`config.mk`:
```
export PLATFORM = sky130hd
export DESIGN_NAME = ogg_ctrl
export DESIGN_NICKNAME = d
export VERILOG_FILES = /design/src/hdl/ogg_pkg.sv /design/src/hdl/ogg_ctrl.sv
export SDC_FILE = /design/constraint.sdc
export NUM_CORES = 1
export LEC_CHECK = 0
export BUFFER_PORTS_ARGS = -buffer_cell sky130_fd_sc_hd__buf_2
export CORE_ASPECT_RATIO = 0.7
export CORE_MARGIN = 5
export CORE_UTILIZATION = 45
export CTS_BUF_LIST = sky130_fd_sc_hd__clkbuf_8
export CTS_CLUSTER_SIZE = 25
export DETAILED_ROUTE_END_ITERATION = 12
export GPL_ROUTABILITY_DRIVEN = 0
export HOLD_SLACK_MARGIN = 0.12
export PLACE_DENSITY_LB_ADDON = 0.1
export SLEW_MARGIN = 25
export SYNTH_ARGS = -nofsm -noshare
export SYNTH_HDL_FRONTEND = slang
export SYNTH_SLANG_ARGS = --single-unit
```
`constraint.sdc`:
```
create_clock -name clk -period 3.3 [get_ports clk]
set_input_delay 0.33 -clock clk [delete_from_list [all_inputs] [get_ports clk]]
set_output_delay 0.33 -clock clk [all_outputs]
set_load 0.02 [all_outputs]
```
`src/hdl/ogg_pkg.sv`:
```
// Shared types, constants and helpers of the occupancy grid obstacle growth unit.
// Used by every module under hdl; depends on nothing else.
package ogg_pkg;

    // Defaults of the top-level parameters.
    localparam int MAX_WIDTH_DEF   = 1024;
    localparam int MAX_HEIGHT_DEF  = 1024;
    localparam int GROW_RADIUS_DEF = 2;

    // Fixed field and register widths.
    localparam int DIM_W      = 11;
    localparam int COORD_W    = 10;
    localparam int OCC_W      = 8;
    localparam int S_TDATA_W  = 8;
    localparam int RES_DATA_W = 2 * COORD_W + 1;
    localparam int M_TDATA_W  = 24;

    localparam logic [DIM_W-1:0] DIM_RESET = 11'd1024;

    // Output queue.
    localparam int FIFO_DEPTH = 4;
    localparam int FIFO_PTR_W = $clog2(FIFO_DEPTH);
    localparam int FIFO_CNT_W = $clog2(FIFO_DEPTH + 1);
    localparam int FIFO_SUM_W = FIFO_CNT_W + 1;

    // Configuration register indexes.
    localparam int CFG_ADDR_W = 1;
    typedef enum logic [CFG_ADDR_W-1:0] {
        REG_MAP_WIDTH  = 1'b0,
        REG_MAP_HEIGHT = 1'b1
    } cfg_reg_t;

    // Control of one item in the read-modify-write stage.
    typedef struct packed {
        logic               valid;
        logic               emit;
        logic               last;
        logic               src;
        logic               raw;
        logic [COORD_W-1:0] cell_x;
        logic [COORD_W-1:0] cell_y;
    } item_ctl_t;

    // One result item.
    typedef struct packed {
        logic               last;
        logic               occupied;
        logic [COORD_W-1:0] cell_y;
        logic [COORD_W-1:0] cell_x;
    } res_t;

    // A zero dimension counts as one; anything above the maximum saturates.
    function automatic logic [DIM_W-1:0] clamp_dim(input logic [DIM_W-1:0] v,
                                                  input int maxv);
        logic [DIM_W-1:0] r;
        r = v;
        if (v == '0)
        begin
            r = DIM_W'(1);
        end
        else if (int'(v) > maxv)
        begin
            r = DIM_W'(maxv);
        end
        return r;
    endfunction

endpackage

```
`src/hdl/ogg_ctrl.sv`:
```
// Front stage: configuration registers, raster counters, cell classification
// and the flow control of the input. Depends on ogg_pkg.
module ogg_ctrl #(
    parameter int MAX_WIDTH   = ogg_pkg::MAX_WIDTH_DEF,
    parameter int MAX_HEIGHT  = ogg_pkg::MAX_HEIGHT_DEF,
    parameter int GROW_RADIUS = ogg_pkg::GROW_RADIUS_DEF
) (
    input  logic                                clk,
    input  logic                                rst_n,
    input  logic                                cfg_we,
    input  logic [ogg_pkg::CFG_ADDR_W-1:0]      cfg_addr,
    input  logic [ogg_pkg::DIM_W-1:0]           cfg_data,
    input  logic                                s_tvalid,
    output logic                                s_tready,
    input  logic signed [ogg_pkg::OCC_W-1:0]    occ_value,
    input  logic                                flush,
    input  logic [ogg_pkg::FIFO_CNT_W-1:0]      fifo_count,
    output logic                                rd_en,
    output logic [$clog2(MAX_WIDTH)-1:0]        rd_addr,
    output ogg_pkg::item_ctl_t                  st1_ctl,
    output logic [$clog2(MAX_WIDTH)-1:0]        st1_addr,
    output logic [2*GROW_RADIUS-1:0]            st1_mask
);

    localparam int XW     = $clog2(MAX_WIDTH);
    localparam int HIST_W = 2 * GROW_RADIUS;
    localparam int DW     = ogg_pkg::DIM_W;
    localparam int CY_W   = DW + 1;
    localparam int W_EFF  = (MAX_WIDTH < (2**DW - 1)) ? MAX_WIDTH : (2**DW - 1);
    localparam int LAG_W  = $clog2(GROW_RADIUS * W_EFF + GROW_RADIUS + 1);

    logic [DW-1:0]    width_reg, width_next;
    logic [DW-1:0]    height_reg, height_next;
    logic [DW-1:0]    cx_reg, cx_next;
    logic [CY_W-1:0]  cy_reg, cy_next;
    logic [LAG_W-1:0] lag_cnt_reg, lag_cnt_next;
    logic [DW-1:0]    ox_reg, ox_next;
    logic [DW-1:0]    oy_reg, oy_next;

    ogg_pkg::item_ctl_t           st1_ctl_reg, st1_ctl_next;
    logic [XW-1:0]                st1_addr_reg;
    logic [HIST_W-1:0]            st1_mask_reg, mask;
    logic [ogg_pkg::FIFO_SUM_W-1:0] q_sum;

    logic [LAG_W-1:0] lag;
    logic             accept, emit, last, cfg_hit;
    logic             cx_wrap, ox_wrap, oy_end;
    logic             in_map, inner, raw, src;

    // Count the queued results plus the one that may still be in flight.
    assign q_sum = {1'b0, fifo_count} + ogg_pkg::FIFO_SUM_W'(st1_ctl_reg.valid & st1_ctl_reg.emit);
    assign s_tready = q_sum < ogg_pkg::FIFO_SUM_W'(ogg_pkg::FIFO_DEPTH);
    assign accept   = s_tvalid & s_tready;

    assign lag     = LAG_W'(GROW_RADIUS * int'(width_reg) + GROW_RADIUS);
    assign emit    = (lag_cnt_reg == lag);
    assign cx_wrap = (DW'(cx_reg + 1'b1) == width_reg);
    assign ox_wrap = (DW'(ox_reg + 1'b1) == width_reg);
    assign oy_end  = (DW'(oy_reg + 1'b1) == height_reg);
    assign last    = emit & ox_wrap & oy_end;

    // A source cell lies at least the radius away from every border.
    assign in_map = cy_reg < {1'b0, height_reg};
    assign inner  = (cx_reg >= DW'(GROW_RADIUS))
                  && (({1'b0, cx_reg} + (DW+1)'(GROW_RADIUS)) < {1'b0, width_reg})
                  && (cy_reg >= CY_W'(GROW_RADIUS))
                  && (({1'b0, cy_reg} + (CY_W+1)'(GROW_RADIUS)) < {2'b00, height_reg});
    assign raw    = in_map & ~flush & (occ_value != '0);
    assign src    = raw & inner;

    // History bit k of a column stands for row cy-1-k; rows before the map are masked.
    always_comb
    begin
        for (int k = 0; k < HIST_W; k++)
        begin
            mask[k] = cy_reg > CY_W'(k);
        end
    end

    always_comb
    begin
        cfg_hit = 1'b0;
        width_next  = width_reg;
        height_next = height_reg;
        case (cfg_addr)
            ogg_pkg::REG_MAP_WIDTH:
            begin
                cfg_hit    = cfg_we;
                if (cfg_we)
                begin
                    width_next = ogg_pkg::clamp_dim(cfg_data, MAX_WIDTH);
                end
            end
            ogg_pkg::REG_MAP_HEIGHT:
            begin
                cfg_hit     = cfg_we;
                if (cfg_we)
                begin
                    height_next = ogg_pkg::clamp_dim(cfg_data, MAX_HEIGHT);
                end
            end
            default:
            begin
                cfg_hit = 1'b0;
            end
        endcase
    end

    always_comb
    begin
        cx_next      = cx_reg;
        cy_next      = cy_reg;
        lag_cnt_next = lag_cnt_reg;
        ox_next      = ox_reg;
        oy_next      = oy_reg;
        if (cfg_hit || (accept && last))
        begin
            cx_next      = '0;
            cy_next      = '0;
            lag_cnt_next = '0;
            ox_next      = '0;
            oy_next      = '0;
        end
        else if (accept)
        begin
            if (cx_wrap)
            begin
                cx_next = '0;
                cy_next = cy_reg + 1'b1;
            end
            else
            begin
                cx_next = cx_reg + 1'b1;
            end
            if (!emit)
            begin
                lag_cnt_next = lag_cnt_reg + 1'b1;
            end
            else if (ox_wrap)
            begin
                ox_next = '0;
                oy_next = oy_reg + 1'b1;
            end
            else
            begin
                ox_next = ox_reg + 1'b1;
            end
        end
    end

    always_comb
    begin
        st1_ctl_next.valid  = accept;
        st1_ctl_next.emit   = emit;
        st1_ctl_next.last   = last;
        st1_ctl_next.src    = src;
        st1_ctl_next.raw    = raw;
        st1_ctl_next.cell_x = ox_reg[ogg_pkg::COORD_W-1:0];
        st1_ctl_next.cell_y = oy_reg[ogg_pkg::COORD_W-1:0];
    end

    always_ff @(posedge clk or negedge rst_n)
    begin
        if (!rst_n)
        begin
            width_reg   <= ogg_pkg::clamp_dim(ogg_pkg::DIM_RESET, MAX_WIDTH);
            height_reg  <= ogg_pkg::clamp_dim(ogg_pkg::DIM_RESET, MAX_HEIGHT);
            cx_reg      <= '0;
            cy_reg      <= '0;
            lag_cnt_reg <= '0;
            ox_reg      <= '0;
            oy_reg      <= '0;
            st1_ctl_reg <= '0;
        end
        else
        begin
            width_reg   <= width_next;
            height_reg  <= height_next;
            cx_reg      <= cx_next;
            cy_reg      <= cy_next;
            lag_cnt_reg <= lag_cnt_next;
            ox_reg      <= ox_next;
            oy_reg      <= oy_next;
            st1_ctl_reg <= st1_ctl_next;
        end
    end

    always_ff @(posedge clk)
    begin
        st1_addr_reg <= XW'(cx_reg);
        st1_mask_reg <= mask;
    end

    assign rd_en    = accept;
    assign rd_addr  = XW'(cx_reg);
    assign st1_ctl  = st1_ctl_reg;
    assign st1_addr = st1_addr_reg;
    assign st1_mask = st1_mask_reg;

endmodule

```
=== Yosys cells after proc, flatten, opt, wreduce, memory -nomap -nowiden ===
Cells that the tools add are included.

* Bits of input ports: 28
* Bits in registers: 118
* Word-level logic and storage cells: 86

* Mux-type cells: 19
* Reduce and logical (&&, ||, !) cells: 17
* Equality and inequality tests: 5
* Add/subtract/negate cells: 9
* Order comparisons: 11
* Bitwise logic cells: 9

{| class="wikitable"
|+ Operators by type and width
! kind !! count
|-
| 11-bit two-way mux || 13
|-
| 12-bit two-way mux || 6
|-
| 11-bit by 1-bit adder with 11-bit output (second input constant) || 3
|-
| 11-bit == test || 3
|-
| 12-bit by 1-bit adder with 12-bit output (second input constant) || 2
|-
| 12-bit by 1-bit greater-than comparator with 1-bit output (second input constant) || 2
|-
| 12-bit by 2-bit greater-than comparator with 1-bit output (second input constant) || 2
|-
| 12-bit by 11-bit < comparator with 1-bit output || 2
|-
| 12-bit by 2-bit adder with 13-bit output (second input constant) || 1
|-
| 13-bit by 11-bit < comparator with 1-bit output || 1
|-
| 11-bit by 2-bit adder with 12-bit output (second input constant) || 1
|-
| 12-bit by 2-bit adder with 12-bit output (second input constant) || 1
|-
| 12-bit == test || 1
|-
| 12-bit by 2-bit >= comparator with 1-bit output (second input constant) || 1
|-
| 11-bit by 2-bit >= comparator with 1-bit output (second input constant) || 1
|-
| 11-bit greater-than comparator (second input constant) || 1
|-
| 11-bit logical NOT || 1
|-
| 2-bit AND reduction || 5
|-
| 2-bit nonzero test || 4
|-
| 8-bit nonzero test || 1
|-
| 1-bit bitwise AND || 7
|-
| 3-bit by 1-bit adder with 4-bit output || 1
|-
| 1-bit logical AND || 4
|-
| 4-bit by 3-bit < comparator with 1-bit output (second input constant) || 1
|-
| other kinds (4) || 5
|}

=== Logic depth before layout (Yosys ltp) ===
Gate-level depths: netlist of the first run.

* Word-level depth: 8
* Mapped depth: 12
* Mapped depth without buffers: 11

=== Worst setup path after synthesis of the first run ===
Ideal clock, no wire load.

* Path kind: register to register
* From: reg width_reg[0]
* To: reg oy_reg[3]
* Data arrival time: 2817 ps
* Stages on the path, launching flop included: 11
* Slack: 352 ps
* Data required time: 3169 ps
* Library setup time: 131 ps
* Period minus slack after synthesis: 2948 ps
* Cell sequence: dfrtp_1 -> ha_1 -> nand2_1 -> or4_1 -> a211o_1 -> a211oi_2 -> o211ai_2 -> or4_1 -> buf_2 -> a31oi_1 -> mux2i_1

* Cells in the longest elaborated chain, start to end: 8
* Elaborated cells between the ends (all ways): 12

{| class="wikitable"
|+ RTL lines
! what !! RTL line !! source
|-
| start, declared || ogg_ctrl.sv:32 || <nowiki>logic [DW-1:0] width_reg, width_next;</nowiki>
|-
| start signal, assigned || ogg_ctrl.sv:166 || <nowiki>width_reg <= ogg_pkg::clamp_dim(ogg_pkg::DIM_RESET, MAX_WIDTH);</nowiki>
|-
| start signal, assigned || ogg_ctrl.sv:177 || <nowiki>width_reg <= width_next;</nowiki>
|-
| 12-bit by 2-bit adder with 12-bit output || ogg_ctrl.sv:55 || <nowiki>assign lag = LAG_W'(GROW_RADIUS * int'(width_reg) + GROW_RADIUS);</nowiki>
|-
| 12-bit == test || ogg_ctrl.sv:56 || <nowiki>assign emit = (lag_cnt_reg == lag);</nowiki>
|-
| 1-bit bitwise AND (2 in series) || ogg_ctrl.sv:60 || <nowiki>assign last = emit & ox_wrap & oy_end;</nowiki>
|-
| 1-bit logical AND || ogg_ctrl.sv:116 || <nowiki>if (cfg_hit || (accept && last))</nowiki>
|-
| 1-bit logical OR || ogg_ctrl.sv:116 ||
|-
| 2-bit nonzero test (no source line) || n/a ||
|-
| 3-bit AND reduction (no source line) || n/a ||
|-
| end signal, assigned || ogg_ctrl.sv:183 || <nowiki>oy_reg <= oy_next;</nowiki>
|-
| end, declared || ogg_ctrl.sv:38 || <nowiki>logic [DW-1:0] oy_reg, oy_next;</nowiki>
|}

Parallel ways exist; a longest one is shown, timed or not.
A chain may end at the register's enable or synchronous reset.

=== Worst setup path after layout of the first run ===
* From: reg cx_reg[1]
* To: reg cy_reg[5]

* Cells in the longest elaborated chain, start to end: 4

{| class="wikitable"
|+ RTL lines
! what !! RTL line !! source
|-
| start, declared || ogg_ctrl.sv:34 || <nowiki>logic [DW-1:0] cx_reg, cx_next;</nowiki>
|-
| start signal, assigned || ogg_ctrl.sv:179 || <nowiki>cx_reg <= cx_next;</nowiki>
|-
| 11-bit by 1-bit adder with 11-bit output || ogg_ctrl.sv:57 || <nowiki>assign cx_wrap = (DW'(cx_reg + 1'b1) == width_reg);</nowiki>
|-
| 11-bit == test || ogg_ctrl.sv:57 ||
|-
| 2-bit nonzero test (no source line) || n/a ||
|-
| 2-bit AND reduction (no source line) || n/a ||
|-
| end signal, assigned || ogg_ctrl.sv:180 || <nowiki>cy_reg <= cy_next;</nowiki>
|-
| end, declared || ogg_ctrl.sv:35 || <nowiki>logic [CY_W-1:0] cy_reg, cy_next;</nowiki>
|}

No other way between the ends.

==> results.sh, run 1 <==
export IMPL_rsz0062_at_grt="no"
export IMPL_min_path_type="in -> reg"
export IMPL_core_area_mm2=0.0164
export IMPL_cap_violations=0
export IMPL_ant_nets=0
export IMPL_ys_ff_latch=118
export IMPL_htree_levels=4
export IMPL_fin_setup_tns_ns=0
export IMPL_hold_worst_slack_ns=0.183
export IMPL_drc=0
export IMPL_relSlewSlack_pct=40.8
export IMPL_hold_viol_final=0
export IMPL_crit_arrival_ns=3.41
export IMPL_grt_overflow=0
export IMPL_antenna_found_initial=0
export IMPL_netSwitchingPower_w=0.00114
export IMPL_largest_register_ffs=25
export IMPL_period_needed_ns=3.08
export IMPL_synth_largest_area_cell="dfrtp_1"
export IMPL_clk_pin_slew_ns=0.07
export IMPL_p_sw_share_pct=32.2
export IMPL_fin_util_pct=52.8
export IMPL_synthCells=832
export IMPL_wl_um=21100
export IMPL_max_freq_mhz=325
export IMPL_yosys_top_cells_area="dfrtp_1 (34%), ha_1 (7.3%), xnor2_1 (5.0%)"
export IMPL_ioPinCount=79
export IMPL_post_route_period_util_pct=93.2
export IMPL_path_max_fanout=11
export IMPL_tritoncts="yes"
export IMPL_clkPwrFrac_pct=36.3
export IMPL_top_usage_layer="met1"
export IMPL_dp_hpwl_um=15900
export IMPL_fin_ws_ns=0.224
export IMPL_post_cts_setup_buffers=0
export IMPL_grt_pass1_vias=6404
export IMPL_wire_per_inst_um=18.4
export IMPL_design_area_mm2=0.00866
export IMPL_final_net_count=982
export IMPL_power_leakage_nw=3.93
export IMPL_intPower_w=0.00239
export IMPL_cts_sinks=118
export IMPL_yosys_warnings=0
export IMPL_die_area_mm2=0.0196
export IMPL_seq_power_share_pct=45.0
export IMPL_clockRootBuffer="clkbuf_8"
export IMPL_start_kind="register"
export IMPL_synthArstFlopShare_pct=88.1
export IMPL_setup_violations=0
export IMPL_placed_area_mm2=0.00827
export IMPL_start_util_pct=46.2
export IMPL_grt_max_degree=66
export IMPL_antenna_diode_count=0
export IMPL_cp_end_kind="register"
export IMPL_synth_top_area_share_pct=33.7
export IMPL_met2_usage_pct=31.3
export IMPL_drtPass1Iterations=5
export IMPL_port_buffers=78
export IMPL_synthMostInstantiatedCell="dfrtp_1"
export IMPL_syn_num_nets=904
export IMPL_synth_edf_count=0
export IMPL_syn_area_per_cell_um2=9.10
export IMPL_post_place_ws_ns=0.175
export IMPL_worst_clock_skew_ns=0.0121
export IMPL_fillers=1527
export IMPL_worstMarginPinSlew_ns=0.887
export IMPL_report_final_slew_viol_count=0
export IMPL_syn_to_final_growth_pct=14.4
export IMPL_vias=6528
export IMPL_required_ns=3.64
export IMPL_drtIter0Drc=511
export IMPL_critical_path_class="reg -> reg"
export IMPL_clockBufferDepth=2
export IMPL_outcome="complete, no violations"
export IMPL_synthTopCellsByCount="dfrtp_1 (102), nand2_1 (65), nor2_1 (56)"
export IMPL_comb_power_share_pct=18.7
export IMPL_drive_gt1_share_pct=19.2
export IMPL_numCtsBuffers=17
export IMPL_vias_per_cell=5.69
export IMPL_syn_area_mm2=0.00757
export IMPL_track_usage_pct=22.2
export IMPL_ys_types=75
export IMPL_clock_latency_ns=0.45
export IMPL_die_w_um=165
export IMPL_grt_pass1_wl_um=34100
export IMPL_use_met3_pct=5.95
export IMPL_met1_usage_pct=32.9
export IMPL_synth_ff_type="dfrtp_1"
export IMPL_p_per_area_mw_per_mm2=407
export IMPL_rows=39
export IMPL_ys_seq_area_share_pct=38.1
export IMPL_die_h_um=119
export IMPL_ir_drop_uv=210
final timing paths:
| check | startpoint | to | slack [ns] | cells past startpoint |
|---|---|---|---|---|
| worst max-delay path | cx_reg[1] | cy_reg[5] | 0.22 | 9 |
| worst min-delay path | cfg_data[3] | width_reg[3] | 0.18 | 3 |
| worst max register to register | cx_reg[1] | cy_reg[5] | 0.22 | 9 |
| worst min register to register | ox_reg[1] | st1_ctl[11] | 0.46 | 0 |
| max in group asynchronous | rst_n | cy_reg[10] | 2.05 | 3 |
| min in group asynchronous | rst_n | lag_cnt_reg[1] | 0.52 | 2 |
through the flow:
step,std cells,total power [W]
after floorplan,832,0.00204
after global placement,1115,0.00225
after detailed placement,1115,0.00227
after CTS,1148,0.00355
after global routing,1148,0.00370
final,1148,0.00352
layout make-up:
| cell class | instances | area [um2] | share of cell area [%] |
|---|---|---|---|
| clock buffer | 18 | 248 | 2.86 |
| clock inverter | 14 | 126 | 1.46 |
| inverter | 46 | 173 | 1.99 |
| multi-input combinational | 610 | 4230 | 48.9 |
| sequential | 118 | 2890 | 33.3 |
| tap | 225 | 282 | 3.25 |
| timing repair buffer | 117 | 713 | 8.24 |
layer usage:
metal,up-vias,wire length [um]
met5,-,0
met4,0,489
met3,36,1510
met2,202,8940
met1,3151,10100
li1,3139,-
what timing repair did:
| item | 4_1_cts | 5_1_grt |
|---|---|---|
| hold buffers | 1 | 0 |
| endpoints found under the setup margin | 0 | 8 |
| resized for setup | 0 | 2 |
| endpoints found under the hold margin | 62 | 0 |
critical path, cell delays in order, from the launching register on:
cell and delay (ns):
dfrtp_1 0.49, ha_1 0.35, nand3_1 0.30, nor3_2 0.28, xnor2_1 0.13, nor4b_1 0.33, nand2_1 0.28, nor4_1 0.38
a2111oi_0 0.19, a31o_2 0.24
layout by cell type (no fill, tap or decap), types with 10 or more instances in the layout:
| master | instances |
|---|---|
| xnor2_1 | 43 |
| nand2b_1 | 19 |
| xor2_1 | 30 |
| inv_1 | 45 |
| nand3_1 | 36 |
| dfrtp_1 | 102 |
| nand2_1 | 65 |
| nor3_1 | 24 |
| nor4_1 | 15 |
| nor2_1 | 56 |
| o21ai_0 | 49 |
| a21oi_1 | 17 |
| dfxtp_1 | 14 |
| buf_2 | 77 |
| and3_1 | 16 |
| o31ai_1 | 26 |
| nand4_1 | 13 |
| a31oi_1 | 12 |
| buf_4 | 37 |
| a22o_1 | 10 |
| clkbuf_8 | 18 |
| ha_1 | 44 |
cells by family (layout without fill, tap and decap cells):
logic type	count (synthesis)	after routing	share of synthesized area, %
XOR/XNOR	74	74	8.76
AO/OA/AOI/OAI	182	182	16.9
AND/OR/NAND/NOR	299	299	21.2
multiplexers	11	11	1.55
buffers and inverters	104	195	6.21
flip-flops	118	118	38.1
adder cells (fa/ha/maj)	44	44	7.27
power by group through the flow:
stage | logic, W | registers [W] | clock network [W]
after floorplan | 0.000440 | 0.00160 | 0
after global placement | 0.000636 | 0.00161 | 0
after global routing | 0.000733 | 0.00159 | 0.00137
after CTS | 0.000658 | 0.00158 | 0.00131
final | 0.000659 | 0.00159 | 0.00128
after detailed placement | 0.000652 | 0.00161 | 0
Power figures use the tool's default switching activity.
==> run 2, diff against run 1 <==
--- a/config.mk
+++ b/config.mk
@@ -14,6 +14,7 @@
 export DETAILED_ROUTE_END_ITERATION = 12
 export GPL_ROUTABILITY_DRIVEN = 0
 export HOLD_SLACK_MARGIN = 0.12
+export MAX_ROUTING_LAYER = met4
 export PLACE_DENSITY_LB_ADDON = 0.1
 export SLEW_MARGIN = 25
 export SYNTH_ARGS = -nofsm -noshare
==> run 2 against run 1 <==
Register-to-register slack worse by 0.02 ns. Via count about the same. Flip-flop and latch count unchanged. Wire length about the same. Design area unchanged. Die area unchanged. Global-route usage up 0.63 points. Combinational power about the same. Largest power group unchanged.
==> results.sh, run 2 (synthesized netlist as in run 1, its figures left out) <==
export IMPL_path_cells="ha_1 > nand2_1 > or4_1 > a211o_1 > nor4_4 > a31oi_1 > a21oi_1 > o31ai_1 > mux2_2"
export IMPL_dp_cells=1115
export IMPL_fin_util_pct=52.8
export IMPL_numCtsBuffers=17
export IMPL_drc=0
export IMPL_mostFrequentLayoutCells="dfrtp_1 (102), buf_2 (77), nand2_1 (65)"
export IMPL_largest_register_ffs=25
export IMPL_grt_pass1_vias=6378
export IMPL_finalNonFillerCells=1148
export IMPL_power_leakage_nw=3.93
export IMPL_grt_overflow=0
export IMPL_final_net_count=982
export IMPL_outcome="complete, no violations"
export IMPL_min_path_type="in -> reg"
export IMPL_die_area_mm2=0.0196
export IMPL_critical_path_class="reg -> reg"
export IMPL_critPathSlowestCell="or4_1"
export IMPL_rr_startpoint="width_reg[0]"
export IMPL_drtPass1Iterations=5
export IMPL_grt_pass1_wl_um=34100
export IMPL_rows=39
export IMPL_ant_nets=0
export IMPL_syn_to_final_growth_pct=14.4
export IMPL_drive_gt1_share_pct=19.2
export IMPL_wl_um=21100
export IMPL_tritoncts="yes"
export IMPL_die_h_um=119
export IMPL_antenna_diode_count=0
export IMPL_vias=6534
export IMPL_rsz0062_at_grt="no"
export IMPL_worst_path_buf_inv=0
export IMPL_period_needed_ns=3.10
export IMPL_startpoint="width_reg[0]"
export IMPL_start_util_pct=46.2
export IMPL_grt_max_degree=66
export IMPL_worst_clock_skew_ns=0.0125
export IMPL_drtIter0Drc=579
export IMPL_slowest_delay_ns=0.54
export IMPL_track_usage_pct=22.8
export IMPL_p_per_area_mw_per_mm2=406
export IMPL_hold_viol_final=0
export IMPL_path_max_fanout=4
export IMPL_fin_ws_ns=0.204
export IMPL_fillers=1527
export IMPL_die_w_um=165
export IMPL_cap_violations=0
export IMPL_ir_drop_uv=209
export IMPL_cp_end_kind="register"
export IMPL_worstMarginPinSlew_ns=0.885
export IMPL_crit_arrival_ns=3.44
export IMPL_report_final_slew_viol_count=0
export IMPL_crit_family="compound AO/OA/AOI/OAI gates"
export IMPL_ioPinCount=79
export IMPL_relSlewSlack_pct=41.0
export IMPL_clockRootBuffer="clkbuf_8"
export IMPL_cts_sinks=118
export IMPL_setup_violations=0
export IMPL_clock_latency_ns=0.45
export IMPL_hold_start="cfg_data[3]"
export IMPL_post_cts_setup_buffers=0
export IMPL_port_buffers=78
export IMPL_fin_setup_tns_ns=0
export IMPL_htree_levels=4
export IMPL_post_route_period_util_pct=93.8
export IMPL_required_ns=3.64
export IMPL_antenna_found_initial=0
export IMPL_clk_pin_slew_ns=0.08
export IMPL_wire_per_inst_um=18.4
export IMPL_max_freq_mhz=323
export IMPL_core_area_mm2=0.0164
export IMPL_dp_hpwl_um=15900
export IMPL_post_place_ws_ns=0.175
export IMPL_start_kind="register"
export IMPL_vias_per_cell=5.69
export IMPL_mostFrequentLayoutCell="dfrtp_1"
export IMPL_clockBufferDepth=2
run 2: worst register-to-register path, stage by stage (launching register included):
cell and delay (ns):
dfrtp_1 0.35, ha_1 0.22, nand2_1 0.12, or4_1 0.54
a211o_1 0.36, nor4_4 0.25, a31oi_1 0.20, a21oi_1 0.51
o31ai_1 0.16, mux2_2 0.29
run 2: layout make-up:
class	count	area (um2)	area share [%]
Multi-Input combinational cell	610	4230	48.9
Sequential cell	118	2890	33.3
Timing Repair Buffer	117	713	8.24
Tap cell	225	282	3.25
Clock buffer	18	248	2.86
Inverter	46	173	1.99
Clock inverter	14	126	1.46
run 2: power by group:
group | total [W] | switching (W) | internal [W]
Combinational | 0.000659 | 0.000397 | 0.000262
Sequential | 0.00159 | 0.0000782 | 0.00151
Clock | 0.00127 | 0.000656 | 0.000617
Total | 0.00352 | 0.00113 | 0.00239
run 2: worst paths after layout:
kind / end / slack, ns / cells after the start
setup / recovery: oy_reg[10] / 0.20 / 9
hold / removal: width_reg[3] / 0.18 / 3
setup reg to reg: oy_reg[10] / 0.20 / 9
hold reg to reg: st1_ctl[11] / 0.46 / 0
max in group asynchronous: cy_reg[10] / 2.06 / 3
min in group asynchronous: lag_cnt_reg[1] / 0.53 / 2
run 2: what timing repair did:
item                                   in CTS  in global routing
endpoints found under the hold margin      62                  0
gates resized for setup                     0                  2
setup endpoints to repair                   0                  8
hold buffers                                1                  0
run 2: layer usage:
metal	global-route usage (%)	wire length [um]	vias up
met2	31.2	8910	209
met5	-	0	-
met4	7.64	474	0
li1	-	-	3141
met3	5.67	1470	28
met1	32.9	10200	3156
run 2: metrics by stage:
| stage | total power, W | hold slack, ns | area, um2 |
|---|---|---|---|
| 6_report | 0.00352 | 0.185 | 8660 |
| 5_1_grt | 0.00370 | 0.187 | 8660 |
| 4_1_cts | 0.00355 | 0.150 | 8650 |
| 3_5_place_dp | 0.00227 | 0.453 | 8270 |
| 3_3_place_gp | 0.00225 | 0.445 | 8270 |
| 2_1_floorplan | 0.00204 | 0.0344 | 7570 |
